`src/design/wavhp_pkg.sv`:
```
// Shared types, codes and tag constants for the WAV header parser.
package wavhp_pkg;

	// Kind of result that leaves the block.
	typedef enum logic [1:0] {
		KIND_HEADER  = 2'd0,
		KIND_PAYLOAD = 2'd1,
		KIND_ERROR   = 2'd2
	} result_kind_t;

	// Status codes carried with a result.
	typedef enum logic [2:0] {
		ST_OK       = 3'd0,
		ST_BAD_RIFF = 3'd1,
		ST_BAD_WAVE = 3'd2,
		ST_BAD_DATA = 3'd3,
		ST_TRUNC    = 3'd4
	} status_t;

	// Sample format codes of the header result.
	typedef enum logic [2:0] {
		FMT_MONO8    = 3'd0,
		FMT_MONO16   = 3'd1,
		FMT_STEREO8  = 3'd2,
		FMT_STEREO16 = 3'd3,
		FMT_INVALID  = 3'd4
	} format_t;

	// Operation that the front end queues for the back end.
	typedef enum logic [1:0] {
		OP_CAPTURE = 2'd0,
		OP_HEADER  = 2'd1,
		OP_PAYLOAD = 2'd2,
		OP_ERROR   = 2'd3
	} op_kind_t;

	// Header field that a capture operation writes.
	typedef enum logic [1:0] {
		CAP_CHANNELS = 2'd0,
		CAP_RATE     = 2'd1,
		CAP_WIDTH    = 2'd2,
		CAP_SIZE     = 2'd3
	} cap_field_t;

	// One queued operation.
	typedef struct packed {
		op_kind_t   kind;
		logic [7:0] byte_val;
		cap_field_t field;
		logic [1:0] lane;
		status_t    status;
		logic       last;
	} wavhp_op_t;

	// Tag characters in ASCII.
	localparam logic [7:0] CHR_R = 8'h52;
	localparam logic [7:0] CHR_I = 8'h49;
	localparam logic [7:0] CHR_F = 8'h46;
	localparam logic [7:0] CHR_W = 8'h57;
	localparam logic [7:0] CHR_A = 8'h41;
	localparam logic [7:0] CHR_V = 8'h56;
	localparam logic [7:0] CHR_E = 8'h45;
	localparam logic [7:0] CHR_D = 8'h64;
	localparam logic [7:0] CHR_T = 8'h74;
	localparam logic [7:0] CHR_LA = 8'h61;

	// Expected byte at a tag position of the header, zero elsewhere.
	function automatic logic [7:0] tag_byte(input logic [5:0] pos);
		logic [7:0] r;
		unique case (pos)
			6'd0:    r = CHR_R;
			6'd1:    r = CHR_I;
			6'd2:    r = CHR_F;
			6'd3:    r = CHR_F;
			6'd8:    r = CHR_W;
			6'd9:    r = CHR_A;
			6'd10:   r = CHR_V;
			6'd11:   r = CHR_E;
			6'd36:   r = CHR_D;
			6'd37:   r = CHR_LA;
			6'd38:   r = CHR_T;
			6'd39:   r = CHR_LA;
			default: r = 8'h00;
		endcase
		return r;
	endfunction

endpackage

```
`src/design/wavhp_front.sv`:
```
// Front end: tracks the parse position and classifies each byte into an operation.
module wavhp_front import wavhp_pkg::*; (
	input  logic       clk,
	input  logic       arst_n,
	input  logic       in_valid,
	output logic       in_ready,
	input  logic [7:0] byte_value,
	input  logic       start_of_file,
	input  logic       end_of_file,
	input  logic       q_full,
	output logic       q_push,
	output wavhp_op_t  q_item
);

	// Parse phases.
	typedef enum logic [1:0] {
		PH_IDLE    = 2'd0,
		PH_HEADER  = 2'd1,
		PH_PAYLOAD = 2'd2,
		PH_IGNORE  = 2'd3
	} phase_t;

	// Header positions of interest.
	localparam logic [5:0] POS_RIFF_END = 6'd3;
	localparam logic [5:0] POS_WAVE_LO  = 6'd8;
	localparam logic [5:0] POS_WAVE_END = 6'd11;
	localparam logic [5:0] POS_CH_LO    = 6'd22;
	localparam logic [5:0] POS_CH_HI    = 6'd23;
	localparam logic [5:0] POS_RATE_LO  = 6'd24;
	localparam logic [5:0] POS_RATE_HI  = 6'd27;
	localparam logic [5:0] POS_BITS_LO  = 6'd34;
	localparam logic [5:0] POS_BITS_HI  = 6'd35;
	localparam logic [5:0] POS_DATA_LO  = 6'd36;
	localparam logic [5:0] POS_DATA_END = 6'd39;
	localparam logic [5:0] POS_SIZE_LO  = 6'd40;
	localparam logic [5:0] POS_LAST     = 6'd43;

	phase_t      phase_q, phase_n, ph;
	logic [5:0]  pos_q, pos_n, pos;
	logic        mm_q, mm_n, mm, mm_hit;
	logic [31:0] size_q, size_n, size_full;
	logic [31:0] rem_q, rem_n, rem_dec;
	logic        is_tag, tag_end, push_c, accept;

	assign in_ready = !q_full;
	assign accept   = in_valid && in_ready;
	assign q_push   = push_c && accept;

	assign size_full = {byte_value, size_q[23:0]};
	assign rem_dec   = rem_q - 32'd1;

	// Classify the byte against the current phase and header position.
	always_comb begin
		ph      = start_of_file ? PH_HEADER : phase_q;
		pos     = start_of_file ? 6'd0 : pos_q;
		mm      = start_of_file ? 1'b0 : mm_q;
		phase_n = ph;
		pos_n   = pos;
		mm_n    = mm;
		size_n  = size_q;
		rem_n   = rem_q;
		push_c  = 1'b0;
		q_item  = '{kind: OP_CAPTURE, byte_val: byte_value, field: CAP_CHANNELS,
			lane: 2'd0, status: ST_OK, last: 1'b0};
		is_tag  = (pos <= POS_RIFF_END)
			|| (pos >= POS_WAVE_LO && pos <= POS_WAVE_END)
			|| (pos >= POS_DATA_LO && pos <= POS_DATA_END);
		tag_end = (pos == POS_RIFF_END) || (pos == POS_WAVE_END) || (pos == POS_DATA_END);
		mm_hit  = mm || (is_tag && (byte_value != tag_byte(pos)));
		unique case (ph)
			PH_PAYLOAD: begin
				push_c      = 1'b1;
				q_item.kind = OP_PAYLOAD;
				rem_n       = rem_dec;
				if (rem_dec == 32'd0) begin
					q_item.last = 1'b1;
					phase_n     = PH_IGNORE;
				end else if (end_of_file) begin
					q_item.last   = 1'b1;
					q_item.status = ST_TRUNC;
					rem_n         = 32'd0;
					phase_n       = PH_IGNORE;
				end
			end
			PH_HEADER: begin
				mm_n = mm_hit;
				// Field bytes go to the back end for capture.
				if (pos == POS_CH_LO || pos == POS_CH_HI) begin
					push_c       = 1'b1;
					q_item.field = CAP_CHANNELS;
					q_item.lane  = {1'b0, pos[0]};
				end else if (pos >= POS_RATE_LO && pos <= POS_RATE_HI) begin
					push_c       = 1'b1;
					q_item.field = CAP_RATE;
					q_item.lane  = pos[1:0];
				end else if (pos == POS_BITS_LO || pos == POS_BITS_HI) begin
					push_c       = 1'b1;
					q_item.field = CAP_WIDTH;
					q_item.lane  = {1'b0, pos[0]};
				end else if (pos >= POS_SIZE_LO && pos < POS_LAST) begin
					push_c       = 1'b1;
					q_item.field = CAP_SIZE;
					q_item.lane  = pos[1:0];
					size_n[8*pos[1:0] +: 8] = byte_value;
				end
				// Tag failure, header end, truncation, or advance.
				if (tag_end && mm_hit) begin
					push_c      = 1'b1;
					q_item.kind = OP_ERROR;
					if (pos == POS_RIFF_END) begin
						q_item.status = ST_BAD_RIFF;
					end else if (pos == POS_WAVE_END) begin
						q_item.status = ST_BAD_WAVE;
					end else begin
						q_item.status = ST_BAD_DATA;
					end
					phase_n = PH_IGNORE;
				end else if (pos == POS_LAST) begin
					push_c      = 1'b1;
					q_item.kind = OP_HEADER;
					rem_n       = size_full;
					size_n      = size_full;
					if (size_full == 32'd0) begin
						q_item.last = 1'b1;
						phase_n     = PH_IGNORE;
					end else if (end_of_file) begin
						q_item.status = ST_TRUNC;
						rem_n         = 32'd0;
						phase_n       = PH_IGNORE;
					end else begin
						phase_n = PH_PAYLOAD;
					end
				end else if (end_of_file) begin
					push_c        = 1'b1;
					q_item.kind   = OP_ERROR;
					q_item.status = ST_TRUNC;
					phase_n       = PH_IGNORE;
				end else begin
					pos_n = pos + 6'd1;
					if (tag_end) begin
						mm_n = 1'b0;
					end
				end
			end
			default: begin
				push_c = 1'b0;
			end
		endcase
	end

	// Parse state, updated on every accepted transaction.
	always_ff @(posedge clk or negedge arst_n) begin
		if (!arst_n) begin
			phase_q <= PH_IDLE;
			pos_q   <= 6'd0;
			mm_q    <= 1'b0;
			size_q  <= 32'd0;
			rem_q   <= 32'd0;
		end else if (accept) begin
			phase_q <= phase_n;
			pos_q   <= pos_n;
			mm_q    <= mm_n;
			size_q  <= size_n;
			rem_q   <= rem_n;
		end
	end

endmodule

```
`src/design/wavhp_fifo.sv`:
```
// Short operation queue between the front end and the back end.
module wavhp_fifo import wavhp_pkg::*; #(
	parameter int DEPTH = 2
) (
	input  logic      clk,
	input  logic      arst_n,
	input  logic      push,
	input  wavhp_op_t push_item,
	output logic      full,
	input  logic      pop,
	output logic      nonempty,
	output wavhp_op_t head
);

	localparam int PW = $clog2(DEPTH);
	localparam int CW = $clog2(DEPTH + 1);

	wavhp_op_t       mem_q [DEPTH];
	logic [PW-1:0]   wr_ptr_q, rd_ptr_q;
	logic [CW-1:0]   count_q;

	assign full     = (count_q == CW'(DEPTH));
	assign nonempty = (count_q != '0);
	assign head     = mem_q[rd_ptr_q];

	// Pointer and fill count.
	always_ff @(posedge clk or negedge arst_n) begin
		if (!arst_n) begin
			wr_ptr_q <= '0;
			rd_ptr_q <= '0;
			count_q  <= '0;
		end else begin
			if (push) begin
				wr_ptr_q <= (wr_ptr_q == PW'(DEPTH - 1)) ? '0 : wr_ptr_q + 1'b1;
			end
			if (pop) begin
				rd_ptr_q <= (rd_ptr_q == PW'(DEPTH - 1)) ? '0 : rd_ptr_q + 1'b1;
			end
			if (push && !pop) begin
				count_q <= count_q + 1'b1;
			end else if (pop && !push) begin
				count_q <= count_q - 1'b1;
			end
		end
	end

	// Entry storage.
	always_ff @(posedge clk) begin
		if (push) begin
			mem_q[wr_ptr_q] <= push_item;
		end
	end

endmodule

```
`src/design/wavhp_back.sv`:
```
// Back end: captures header fields and forms registered results.
module wavhp_back import wavhp_pkg::*; (
	input  logic        clk,
	input  logic        arst_n,
	input  logic        q_nonempty,
	input  wavhp_op_t   q_head,
	output logic        q_pop,
	output logic        out_valid,
	input  logic        out_ready,
	output logic [1:0]  result_kind,
	output logic [2:0]  status,
	output logic [15:0] channels,
	output logic [31:0] sample_rate,
	output logic [15:0] bits_per_sample,
	output logic [31:0] data_size,
	output logic [2:0]  format_code,
	output logic [7:0]  data_byte,
	output logic        last_of_data
);

	logic [15:0]  ch_q, width_q;
	logic [31:0]  rate_q, size_q, size_full;
	logic         out_valid_q;
	result_kind_t kind_q;
	status_t      status_q;
	format_t      fmt_q, fmt;
	logic [15:0]  ch_o_q, width_o_q;
	logic [31:0]  rate_o_q, size_o_q;
	logic [7:0]   byte_q;
	logic         last_q;

	assign q_pop     = q_nonempty && (!out_valid_q || out_ready);
	assign size_full = {q_head.byte_val, size_q[23:0]};

	// Sample format from the captured channel count and sample width.
	always_comb begin
		if (ch_q == 16'd1 && width_q == 16'd8) begin
			fmt = FMT_MONO8;
		end else if (ch_q == 16'd1 && width_q == 16'd16) begin
			fmt = FMT_MONO16;
		end else if (ch_q == 16'd2 && width_q == 16'd8) begin
			fmt = FMT_STEREO8;
		end else if (ch_q == 16'd2 && width_q == 16'd16) begin
			fmt = FMT_STEREO16;
		end else begin
			fmt = FMT_INVALID;
		end
	end

	// Output register valid flag.
	always_ff @(posedge clk or negedge arst_n) begin
		if (!arst_n) begin
			out_valid_q <= 1'b0;
		end else if (q_pop) begin
			out_valid_q <= (q_head.kind != OP_CAPTURE);
		end else if (out_ready) begin
			out_valid_q <= 1'b0;
		end
	end

	// Field captures and result payload.
	always_ff @(posedge clk) begin
		if (q_pop) begin
			unique case (q_head.kind)
				OP_CAPTURE: begin
					unique case (q_head.field)
						CAP_CHANNELS: ch_q[8*q_head.lane[0] +: 8]    <= q_head.byte_val;
						CAP_RATE:     rate_q[8*q_head.lane +: 8]     <= q_head.byte_val;
						CAP_WIDTH:    width_q[8*q_head.lane[0] +: 8] <= q_head.byte_val;
						CAP_SIZE:     size_q[8*q_head.lane +: 8]     <= q_head.byte_val;
					endcase
				end
				OP_HEADER: begin
					size_q    <= size_full;
					kind_q    <= KIND_HEADER;
					status_q  <= q_head.status;
					ch_o_q    <= ch_q;
					rate_o_q  <= rate_q;
					width_o_q <= width_q;
					size_o_q  <= size_full;
					fmt_q     <= fmt;
					byte_q    <= 8'd0;
					last_q    <= q_head.last;
				end
				OP_PAYLOAD: begin
					kind_q    <= KIND_PAYLOAD;
					status_q  <= q_head.status;
					ch_o_q    <= 16'd0;
					rate_o_q  <= 32'd0;
					width_o_q <= 16'd0;
					size_o_q  <= 32'd0;
					fmt_q     <= FMT_MONO8;
					byte_q    <= q_head.byte_val;
					last_q    <= q_head.last;
				end
				OP_ERROR: begin
					kind_q    <= KIND_ERROR;
					status_q  <= q_head.status;
					ch_o_q    <= 16'd0;
					rate_o_q  <= 32'd0;
					width_o_q <= 16'd0;
					size_o_q  <= 32'd0;
					fmt_q     <= FMT_MONO8;
					byte_q    <= 8'd0;
					last_q    <= 1'b0;
				end
			endcase
		end
	end

	assign out_valid       = out_valid_q;
	assign result_kind     = kind_q;
	assign status          = status_q;
	assign channels        = ch_o_q;
	assign sample_rate     = rate_o_q;
	assign bits_per_sample = width_o_q;
	assign data_size       = size_o_q;
	assign format_code     = fmt_q;
	assign data_byte       = byte_q;
	assign last_of_data    = last_q;

endmodule

```
`src/design/wav_header_parser.sv`:
```
// Top level of the WAV header parser: front end, operation queue and back end.
//
//   Channel   Direction  Handshake               Payload
//   input     in         in_valid / in_ready     byte_value, start_of_file, end_of_file
//   result    out        out_valid / out_ready   result_kind, status, channels, sample_rate,
//                                                bits_per_sample, data_size, format_code,
//                                                data_byte, last_of_data
//
// One byte is accepted per cycle while the queue has room; a result is written to the queue,
// then to the back end's output register, from which it leaves the block.
// The front end takes a byte whenever the operation queue has room; the back end drains one
// operation per cycle while its output register is empty or being taken.
// A stalled output fills the queue, after which in_ready drops until it drains.
// Reset clears the parse state, the queue and the output valid flag; no clearing pass.
module wav_header_parser import wavhp_pkg::*; #(
	parameter int QUEUE_DEPTH = 2
) (
	input  logic        clk,
	input  logic        arst_n,
	input  logic        in_valid,
	output logic        in_ready,
	input  logic [7:0]  byte_value,
	input  logic        start_of_file,
	input  logic        end_of_file,
	output logic        out_valid,
	input  logic        out_ready,
	output logic [1:0]  result_kind,
	output logic [2:0]  status,
	output logic [15:0] channels,
	output logic [31:0] sample_rate,
	output logic [15:0] bits_per_sample,
	output logic [31:0] data_size,
	output logic [2:0]  format_code,
	output logic [7:0]  data_byte,
	output logic        last_of_data
);

	logic      q_push, q_full, q_pop, q_nonempty;
	wavhp_op_t q_item, q_head;

	// Byte classification and parse state.
	wavhp_front u_front (
		.clk           (clk),
		.arst_n        (arst_n),
		.in_valid      (in_valid),
		.in_ready      (in_ready),
		.byte_value    (byte_value),
		.start_of_file (start_of_file),
		.end_of_file   (end_of_file),
		.q_full        (q_full),
		.q_push        (q_push),
		.q_item        (q_item)
	);

	// Operation queue.
	wavhp_fifo #(
		.DEPTH (QUEUE_DEPTH)
	) u_fifo (
		.clk       (clk),
		.arst_n    (arst_n),
		.push      (q_push),
		.push_item (q_item),
		.full      (q_full),
		.pop       (q_pop),
		.nonempty  (q_nonempty),
		.head      (q_head)
	);

	// Field capture and result output.
	wavhp_back u_back (
		.clk             (clk),
		.arst_n          (arst_n),
		.q_nonempty      (q_nonempty),
		.q_head          (q_head),
		.q_pop           (q_pop),
		.out_valid       (out_valid),
		.out_ready       (out_ready),
		.result_kind     (result_kind),
		.status          (status),
		.channels        (channels),
		.sample_rate     (sample_rate),
		.bits_per_sample (bits_per_sample),
		.data_size       (data_size),
		.format_code     (format_code),
		.data_byte       (data_byte),
		.last_of_data    (last_of_data)
	);

	// An error report always carries a failure status and never a last flag.
	assert property (@(posedge clk) disable iff (!arst_n)
		out_valid && result_kind == KIND_ERROR |-> status != ST_OK && !last_of_data)
		else $error("error result without failure status");

	// A header marked last declares an empty payload and is not truncated.
	assert property (@(posedge clk) disable iff (!arst_n)
		out_valid && result_kind == KIND_HEADER && last_of_data
		|-> data_size == 32'd0 && status == ST_OK)
		else $error("header marked last with nonzero size");

	// A truncated payload byte closes the data.
	assert property (@(posedge clk) disable iff (!arst_n)
		out_valid && result_kind == KIND_PAYLOAD && status == ST_TRUNC |-> last_of_data)
		else $error("truncated payload byte not marked last");

endmodule
```
`config.mk`:
```
export PLATFORM = sky130hd
export DESIGN_NAME = wav_header_parser
export DESIGN_NICKNAME = d
export VERILOG_FILES = /design/src/design/wavhp_pkg.sv /design/src/design/wavhp_front.sv /design/src/design/wavhp_fifo.sv /design/src/design/wavhp_back.sv /design/src/design/wav_header_parser.sv
export SDC_FILE = /design/constraint.sdc
export NUM_CORES = 1
export LEC_CHECK = 0
export BUFFER_PORTS_ARGS = -buffer_cell sky130_fd_sc_hd__clkbuf_2
export CAP_MARGIN = 25
export CORE_MARGIN = 3
export CORE_UTILIZATION = 50
export DETAILED_ROUTE_END_ITERATION = 12
export PLACE_DENSITY = 0.77
export SLEW_MARGIN = 20
export SYNTH_ARGS = -nofsm -noshare
export SYNTH_HDL_FRONTEND = slang
export SYNTH_SLANG_ARGS = --single-unit
```
`constraint.sdc`:
```
create_clock -name clk -period 13.3 [get_ports clk]
set_clock_uncertainty 0.15 [all_clocks]
set_input_delay 2.66 -clock clk [delete_from_list [all_inputs] [get_ports clk]]
set_output_delay 2.66 -clock clk [all_outputs]
set_load 0.02 [all_outputs]
```
======== After elaboration in Yosys (flattened, before gate mapping) ========
Memory sizes are Yosys's and may differ from the RTL's.
Cells that the tools add are included.
word-level totals
  flip-flop bits (word level) ............. 287
  bits in writable memories ............... 36
  input bits .............................. 14
  output and inout bits ................... 115
  logic and storage cells ................. 235
  memories ................................ 1
cells by class
  $add $sub $neg .......................... 9
  order comparisons ....................... 9
  equal/unequal tests ..................... 34
  shift operators ......................... 6
  muxes and demuxes ....................... 90
  bitwise gates (word level) .............. 1
  reduce and logical (&&, ||, !) cells .... 61
memories
  memory        depth  bits a word  rd ports  clocked after Yosys merged registers in  write ports  line              source
  u_fifo.mem_q  2      18           1         0                                        1            wavhp_fifo.sv:18  wavhp_op_t mem_q [DEPTH];
operators with widths
  operator                                                                  number
  32-bit two-way mux                                                        13
  32-bit case mux with 2 select lines                                       4
  32-bit bitwise mux                                                        3
  7-bit case mux with 10 select lines                                       1
  5-bit negation with 34-bit output                                         2
  8-bit by 34-bit variable shift with 32-bit output (first input constant)  2
  8-bit by 34-bit indexed part select with 32-bit output                    2
  32-bit logical NOT                                                        2
  16-bit case mux with 2 select lines                                       2
  6-bit equality test (second input constant)                               7
  4-bit negation with 34-bit output                                         1
  8-bit by 34-bit variable shift with 16-bit output (first input constant)  1
  8-bit by 34-bit indexed part select with 16-bit output                    1
  16-bit bitwise mux                                                        2
  32-bit by 1-bit subtractor with 32-bit output (second input constant)     1
  3-bit two-way mux                                                         10
  6-bit two-way mux                                                         5
  1-bit two-way mux                                                         26
  6-bit by 4-bit equality test with 1-bit output (second input constant)    4
  4-bit two-way mux                                                         6
  2-bit two-way mux                                                         10
  2-bit nonzero test                                                        9
  16-bit by 1-bit equality test with 1-bit output (second input constant)   1
  16-bit by 2-bit equality test with 1-bit output (second input constant)   1
  40 further kinds                                                          94

======== Logic depth before layout (Yosys ltp) ========
  word-level depth ........................ 16
  mapped depth ............................ 15
  depth with buffers taken out ............ 13

======== Hierarchy ========
Synthesis repeated with hierarchy kept, for this count alone.
unflattened totals
  cell total of the unflattened synthesis .. 1104
  area total of the unflattened synthesis .. 13701.9 um^2
modules (own cells, without submodules)
  module       times used  cells an instance  area an instance (um^2)  seq. area each (um^2)
  wavhp_back   1           478                7563.5                   6060.8
  wavhp_front  1           554                4600.7                   1626.6
  wavhp_fifo   1           72                 1537.7                   1181.1

======== Least setup slack after synthesis ========
Ideal clock, no wire load.
  kind .................................... input-to-reg
  from .................................... input out_ready
  to ...................................... register u_back.width_o_q[0] (netlist: u_back.bits_per_sample[0]) (enable)
  setup time .............................. 0.586 ns
  arrival ................................. 7.632 ns
  data required time ...................... 12.564 ns
  path slack .............................. 4.932 ns
  cell stages on the path ................. 3
  path buffers ............................ 0
  cell sequence ........................... nand2b_1 > o21ai_1 > nor2_1
between the ends
  cells in the longest elaborated chain, start to end .. 3
RTL lines
  element                        line                     source
  start, declared                wav_header_parser.sv:26  input logic out_ready,
  1-bit logical OR               wavhp_back.sv:32         assign q_pop = q_nonempty && (!out_valid_q || out_ready);
  1-bit logical AND              wavhp_back.sv:32
  2-bit AND reduction (no line)  -
  end signal, assigned           wavhp_back.sv:79         width_o_q <= width_q;
  end, declared                  wavhp_back.sv:27         logic [15:0] ch_o_q, width_o_q;
No other way between the ends.
A chain may end at the register's enable or synchronous reset.

======== Worst setup path in the final report ========
  from .................................... input start_of_file
  to ...................................... register u_fifo.count_q[1]
between the ends
  cells in the longest elaborated chain, start to end .. 15
  elaborated cells on any way between the ends .. 62
  classes of those cells .................. order compare (9); eq/ne (19); mux (13); reduce/logical (21)
RTL lines
  element                                                                                 line                     source
  start, declared                                                                         wav_header_parser.sv:23  input logic start_of_file,
  6-bit two-way mux                                                                       wavhp_front.sv:55        pos = start_of_file ? 6'd0 : pos_q;
  6-bit greater-or-equal comparator / 6-bit less-than comparator (equally long branches)  wavhp_front.sv:100       end else if (pos >= POS_SIZE_LO && pos < POS_LAST) begin
  1-bit logical AND                                                                       wavhp_front.sv:100
  1-bit two-way mux                                                                       wavhp_front.sv:100
  1-bit two-way mux                                                                       wavhp_front.sv:96        end else if (pos == POS_BITS_LO || pos == POS_BITS_HI) begin
  1-bit two-way mux                                                                       wavhp_front.sv:92        end else if (pos >= POS_RATE_LO && pos <= POS_RATE_HI) begin
  1-bit two-way mux                                                                       wavhp_front.sv:88        if (pos == POS_CH_LO || pos == POS_CH_HI) begin
  1-bit two-way mux                                                                       wavhp_front.sv:133       end else if (end_of_file) begin
  1-bit two-way mux                                                                       wavhp_front.sv:118       end else if (pos == POS_LAST) begin
  1-bit two-way mux                                                                       wavhp_front.sv:107       if (tag_end && mm_hit) begin
  1-bit case mux with 2 select lines *                                                    wavhp_front.sv:70        unique case (ph)
  1-bit logical AND *                                                                     wavhp_front.sv:47        assign q_push = push_c && accept;
  1-bit logical NOT                                                                       wavhp_fifo.sv:41         end else if (pop && !push) begin
  1-bit logical AND                                                                       wavhp_fifo.sv:41
  2-bit nonzero test (no line)                                                            -
  end signal, assigned                                                                    wavhp_fifo.sv:40         count_q <= count_q + 1'b1;
  end signal, assigned                                                                    wavhp_fifo.sv:42         count_q <= count_q - 1'b1;
  end, declared                                                                           wavhp_fifo.sv:20         logic [CW-1:0] count_q;
Mark *: on every way between the ends. The rest lies on a longest branch, timed or not.

==> metrics.md <==
| Metric | Value |
|---|---|
| Final WL | `roughly 31,000 µm` |
| Ys async rst share | `between 20 and 25%` |
| Routed Antenna Nets | `0` |
| Post-synthesis cell type count | `79` |
| Sink of the worst hold path | `u_back.sample_rate[0]$_SDFFCE_PP0P_` |
| Max_slew headroom | `between 30% and 40%` |
| Post-Syn Area | `roughly 0.014 mm²` |
| Number of global-route vias before repair | `8,780` |
| Worst Hold Class | `reg2reg` |
| Synth top area share | `51.9%` |
| Slew Viols, Final | `0` |
| Largest area contributor in the netlist | `edfxtp_1` |
| Seq cells post-synth | `307` |
| Fillers | `2,053` |
| H-Tree Depth | `2` |
| Initial Utilization | `between 50% and 60%` |
| Post-Syn Nets | `between 1,000 and 1,500` |
| Ant diodes | `0` |
| Post-synthesis xor/xnor area fraction | `1.08%` |
| Final worst path period share | `40.8%` |
| GRT Residual Overflow | `0` |
| Worst skew pair latency | `0.53 ns` |
| Layout cell share with drive strength beyond 1 | `about 20%` |
| Via/cell ratio | `about 5.8` |
| TritonCTS clock tree | `yes` |
| Worst r2r src | `u_front.rem_q[0]$_DFFE_PN0P_` |
| Worst-path fanout max | `20` |
| Nets@finish | `about 1,200` |
| Most used DFF post-synth | `edfxtp_1` |
| Status | `finished, final reports clean` |
| Sequential cell area | `approximately 0.0089 mm²` |
| Hold Buf Count CTS | `0` |
| Critical Path AT | `between 5 and 6 ns` |
| Die area | `0.0295 mm²` |
| Placed wire-length estimate | `21,000 µm` |
| Initial drt markers | `about 970` |
| Setup tns final | `0 ns` |
| Hold Startpoint | `u_back.rate_q[0]$_DFFE_PP_` |
| Sw Pwr | `about 0.0013 W` |
| Max Root-Sink Buffers | `3` |
| CTS root buffer | `clkbuf_16` |
| Synth Area in Simple Gates | `roughly 18%` |
| Sw Share | `between 30% and 40%` |
| Seq pwr share | `a little over two fifths` |
| CP required | `13.58 ns` |
| Crit. End Element | `flip-flop` |
| Final Hold Viols | `0` |
| Startpoint types | `primary input` |
| Comb pwr share | `approximately 33%` |
| Leading cell type in the layout, fill and taps excluded | `edfxtp_1` |
| Final setup violation count | `0` |
| Crit path time final | `~5.4 ns` |
| Leak Pwr | `6.20 nW` |
| Clk pwr share | `roughly 25%` |
| Synth Area in Compound Gates | `a little under a tenth` |
| Clk slew on worst S/H paths | `approximately 0.060 ns` |
| Most frequent cells in the layout | `edfxtp_1 (237), nor2_1 (135), clkbuf_2 (128)` |
| Drt first pass iters | `5` |
| Mux cell area share after synthesis | `under 10%` |
| I/O pins | `between 100 and 150` |
| Leading post-synthesis cells by cell area | `edfxtp_1 (52%), dfrtp_1 (13%), and2_1 (4.2%)` |
| IO buf count | `about 130` |
| Die width | `172 µm` |
| Largest family of logic cells by synthesized area | `simple AND/OR/NAND/NOR gates` |
| Placed Cells | `1,528` |
| Fmax | `184 MHz` |
| Power Internal | `~0.0023 W` |
| Clock tree sinks | `a little over 300` |
| Max-cap violation count | `0` |
| Worst-Margin Slew | `just under 1 ns` |
| First-pass GRT wire length | `47,800 µm` |
| Wire per inst | `between 15 and 20 µm` |
| Finished Layout Cells | `1,591` |
| Largest net degree at the start of global routing | `just over 90` |
| Post-cts gate resize count | `0` |
| Synth-to-layout area growth | `14.7%` |
| Postcts setup bufs | `0` |
| Maximum vdd drop | `roughly 0.11 mV` |
| CTS Buf Count | `34` |
| GR Util All Layers | `between 20% and 30%` |
| Detailed-route via count | `9,202` |
| Unrepaired setup endpoints after global routing | `false` |
| Cell count after synthesis | `between 1,000 and 1,500` |
| Core ar. | `around 0.027 mm²` |
| Post-synth EDFFs | `237` |
| Die H | `172 µm` |
| Worst R2R Path Depth | `12` |
| Worst r2r dst | `u_front.rem_q[10]$_DFFE_PN0P_` |
| Reg2reg setup slack | `between 9 and 10 ns` |
| Initial antenna violation count | `0` |
| Std cell rows | `60` |
| Power density over the cells | `~230 mW/mm²` |
| Adder-cell share of the synthesized area | `less than 1%` |
| DRC violations left | `0` |
| Area occupied by multi-input gates | `~0.0045 mm²` |
| Ys Warns | `0` |
| Gpl congestion | `about 0.89` |
| Critical path class | `in2reg` |
| Sequential element share of the synthesized area | `~65%` |
| Avg Inst Size Synth | `~12 µm²` |
| Hold depth | `1` |
## critical path: stages
cell and delay (ns):
clkbuf_2 0.25, nand2b_1 0.30, nor4_1 0.27, xnor2_1 0.16
o311a_1 0.17, o2111ai_1 0.14, o211a_1 0.35, o41a_1 0.44
o21ai_1 0.27, inv_1 0.08, ha_1 0.19, xor2_1 0.14
nor2_1 0.13, xor2_1 0.15
## cell usage after synthesis (4+ instances only)
library cell,instances
a21o_1,7
a21oi_1,27
a22o_1,12
a22oi_1,5
and2_1,93
and3_1,10
buf_2,7
buf_6,4
clkbuf_1,44
dfrtp_1,70
edfxtp_1,237
ha_1,10
inv_1,36
mux2_2,31
mux2i_1,14
nand2_1,60
nand2b_1,21
nand3_1,12
nand4_1,9
nand4b_1,6
nor2_1,136
nor3_1,21
nor4_1,26
o211ai_1,4
o21a_1,8
o21ai_0,37
o21ai_1,23
o22ai_1,4
o31ai_1,7
o31ai_2,5
o41ai_1,5
or2_2,13
or3_1,12
xnor2_1,10
xor2_1,7
## power groups by stage
| stage | combinational (W) | clock, W | sequential, W |
|---|---|---|---|
| floorplan | 0.000634 | 0 | 0.00172 |
| global route | 0.00128 | 0.000954 | 0.00154 |
| detailed placement | 0.00118 | 0 | 0.00153 |
| global placement | 0.00115 | 0 | 0.00153 |
| CTS | 0.00118 | 0.000914 | 0.00152 |
| finish | 0.00118 | 0.000903 | 0.00151 |
## layer usage
metal / share of wire (%) / up-vias / GRT usage (%)
met2: 47 / 373 / 33.4
li1: - / 4275 / -
met3: 6.9 / 58 / 3.15
met1: 43 / 4496 / 28.7
met4: 2.4 / 0 / 6.44
met5: 0 / - / 0
## registers in the layout, indices dropped and copies added, names as in the netlist, 6 cells and up
signal / cells
u_back.bits_per_sample: 16
u_back.ch_q: 16
u_back.channels: 16
u_back.data_byte: 8
u_back.data_size: 32
u_back.rate_q: 32
u_back.sample_rate: 32
u_back.size_q: 24
u_back.width_q: 16
u_fifo.mem_q: 36
u_front.pos_q: 6
u_front.rem_q: 32
u_front.size_q: 24
## worst max path at each step
| stage | start | endpoint | slack [ns] | cells after the start |
|---|---|---|---|---|
| 3_5_place_dp | start_of_file | u_front.size_q[10]$_DFFE_PN0P_ | 7.16 | 8 |
| 6_report | start_of_file | u_fifo.count_q[1]$_DFFE_PN0P_ | 7.88 | 14 |
| 3_3_place_gp | start_of_file | u_front.size_q[11]$_DFFE_PN0P_ | 7.38 | 8 |
| 4_1_cts | start_of_file | u_front.size_q[9]$_DFFE_PN0P_ | 7.68 | 8 |
| 5_1_grt | start_of_file | u_fifo.count_q[1]$_DFFE_PN0P_ | 7.64 | 14 |
| 2_1_floorplan | out_ready | u_back.bits_per_sample[0]$_SDFFCE_PP0P_ | 4.93 | 3 |
## area by class of cell
cell class,instances,area share [%]
Inverter,37,0.883
Sequential cell,307,56.4
Multi-Input combinational cell,705,28.4
Clock inverter,21,1.21
Timing Repair Buffer,139,4.71
Tap cell,341,2.71
Clock buffer,41,5.70
## cells by family (layout without fill, tap and decap cells)
group                      Yosys count  after routing
xor gates and xnor gates            17             17
DFF                                307            307
and+or+nand+nor                    452            452
AOI/OAI and AO/OA                  181            181
adders and majority gates           10             10
muxes                               45             45
buffers and inverters               98            238
## through the flow
| step | util, % | power [W] | setup WS, ns | hold WS, ns | area [µm²] |
|---|---|---|---|---|---|
| 2_1_floorplan | - | 0.00235 | 4.93 | 0.309 | 13700 |
| 3_3_place_gp | 54.2 | 0.00267 | 7.38 | 0.332 | 14600 |
| 3_5_place_dp | 54.3 | 0.00271 | 7.16 | 0.339 | 14600 |
| 4_1_cts | 58.4 | 0.00361 | 7.68 | 0.348 | 15700 |
| 5_1_grt | 58.4 | 0.00378 | 7.64 | 0.371 | 15700 |
| 6_report | 58.4 | 0.00359 | 7.88 | 0.354 | 15700 |
(Power assumes the default switching activity.)
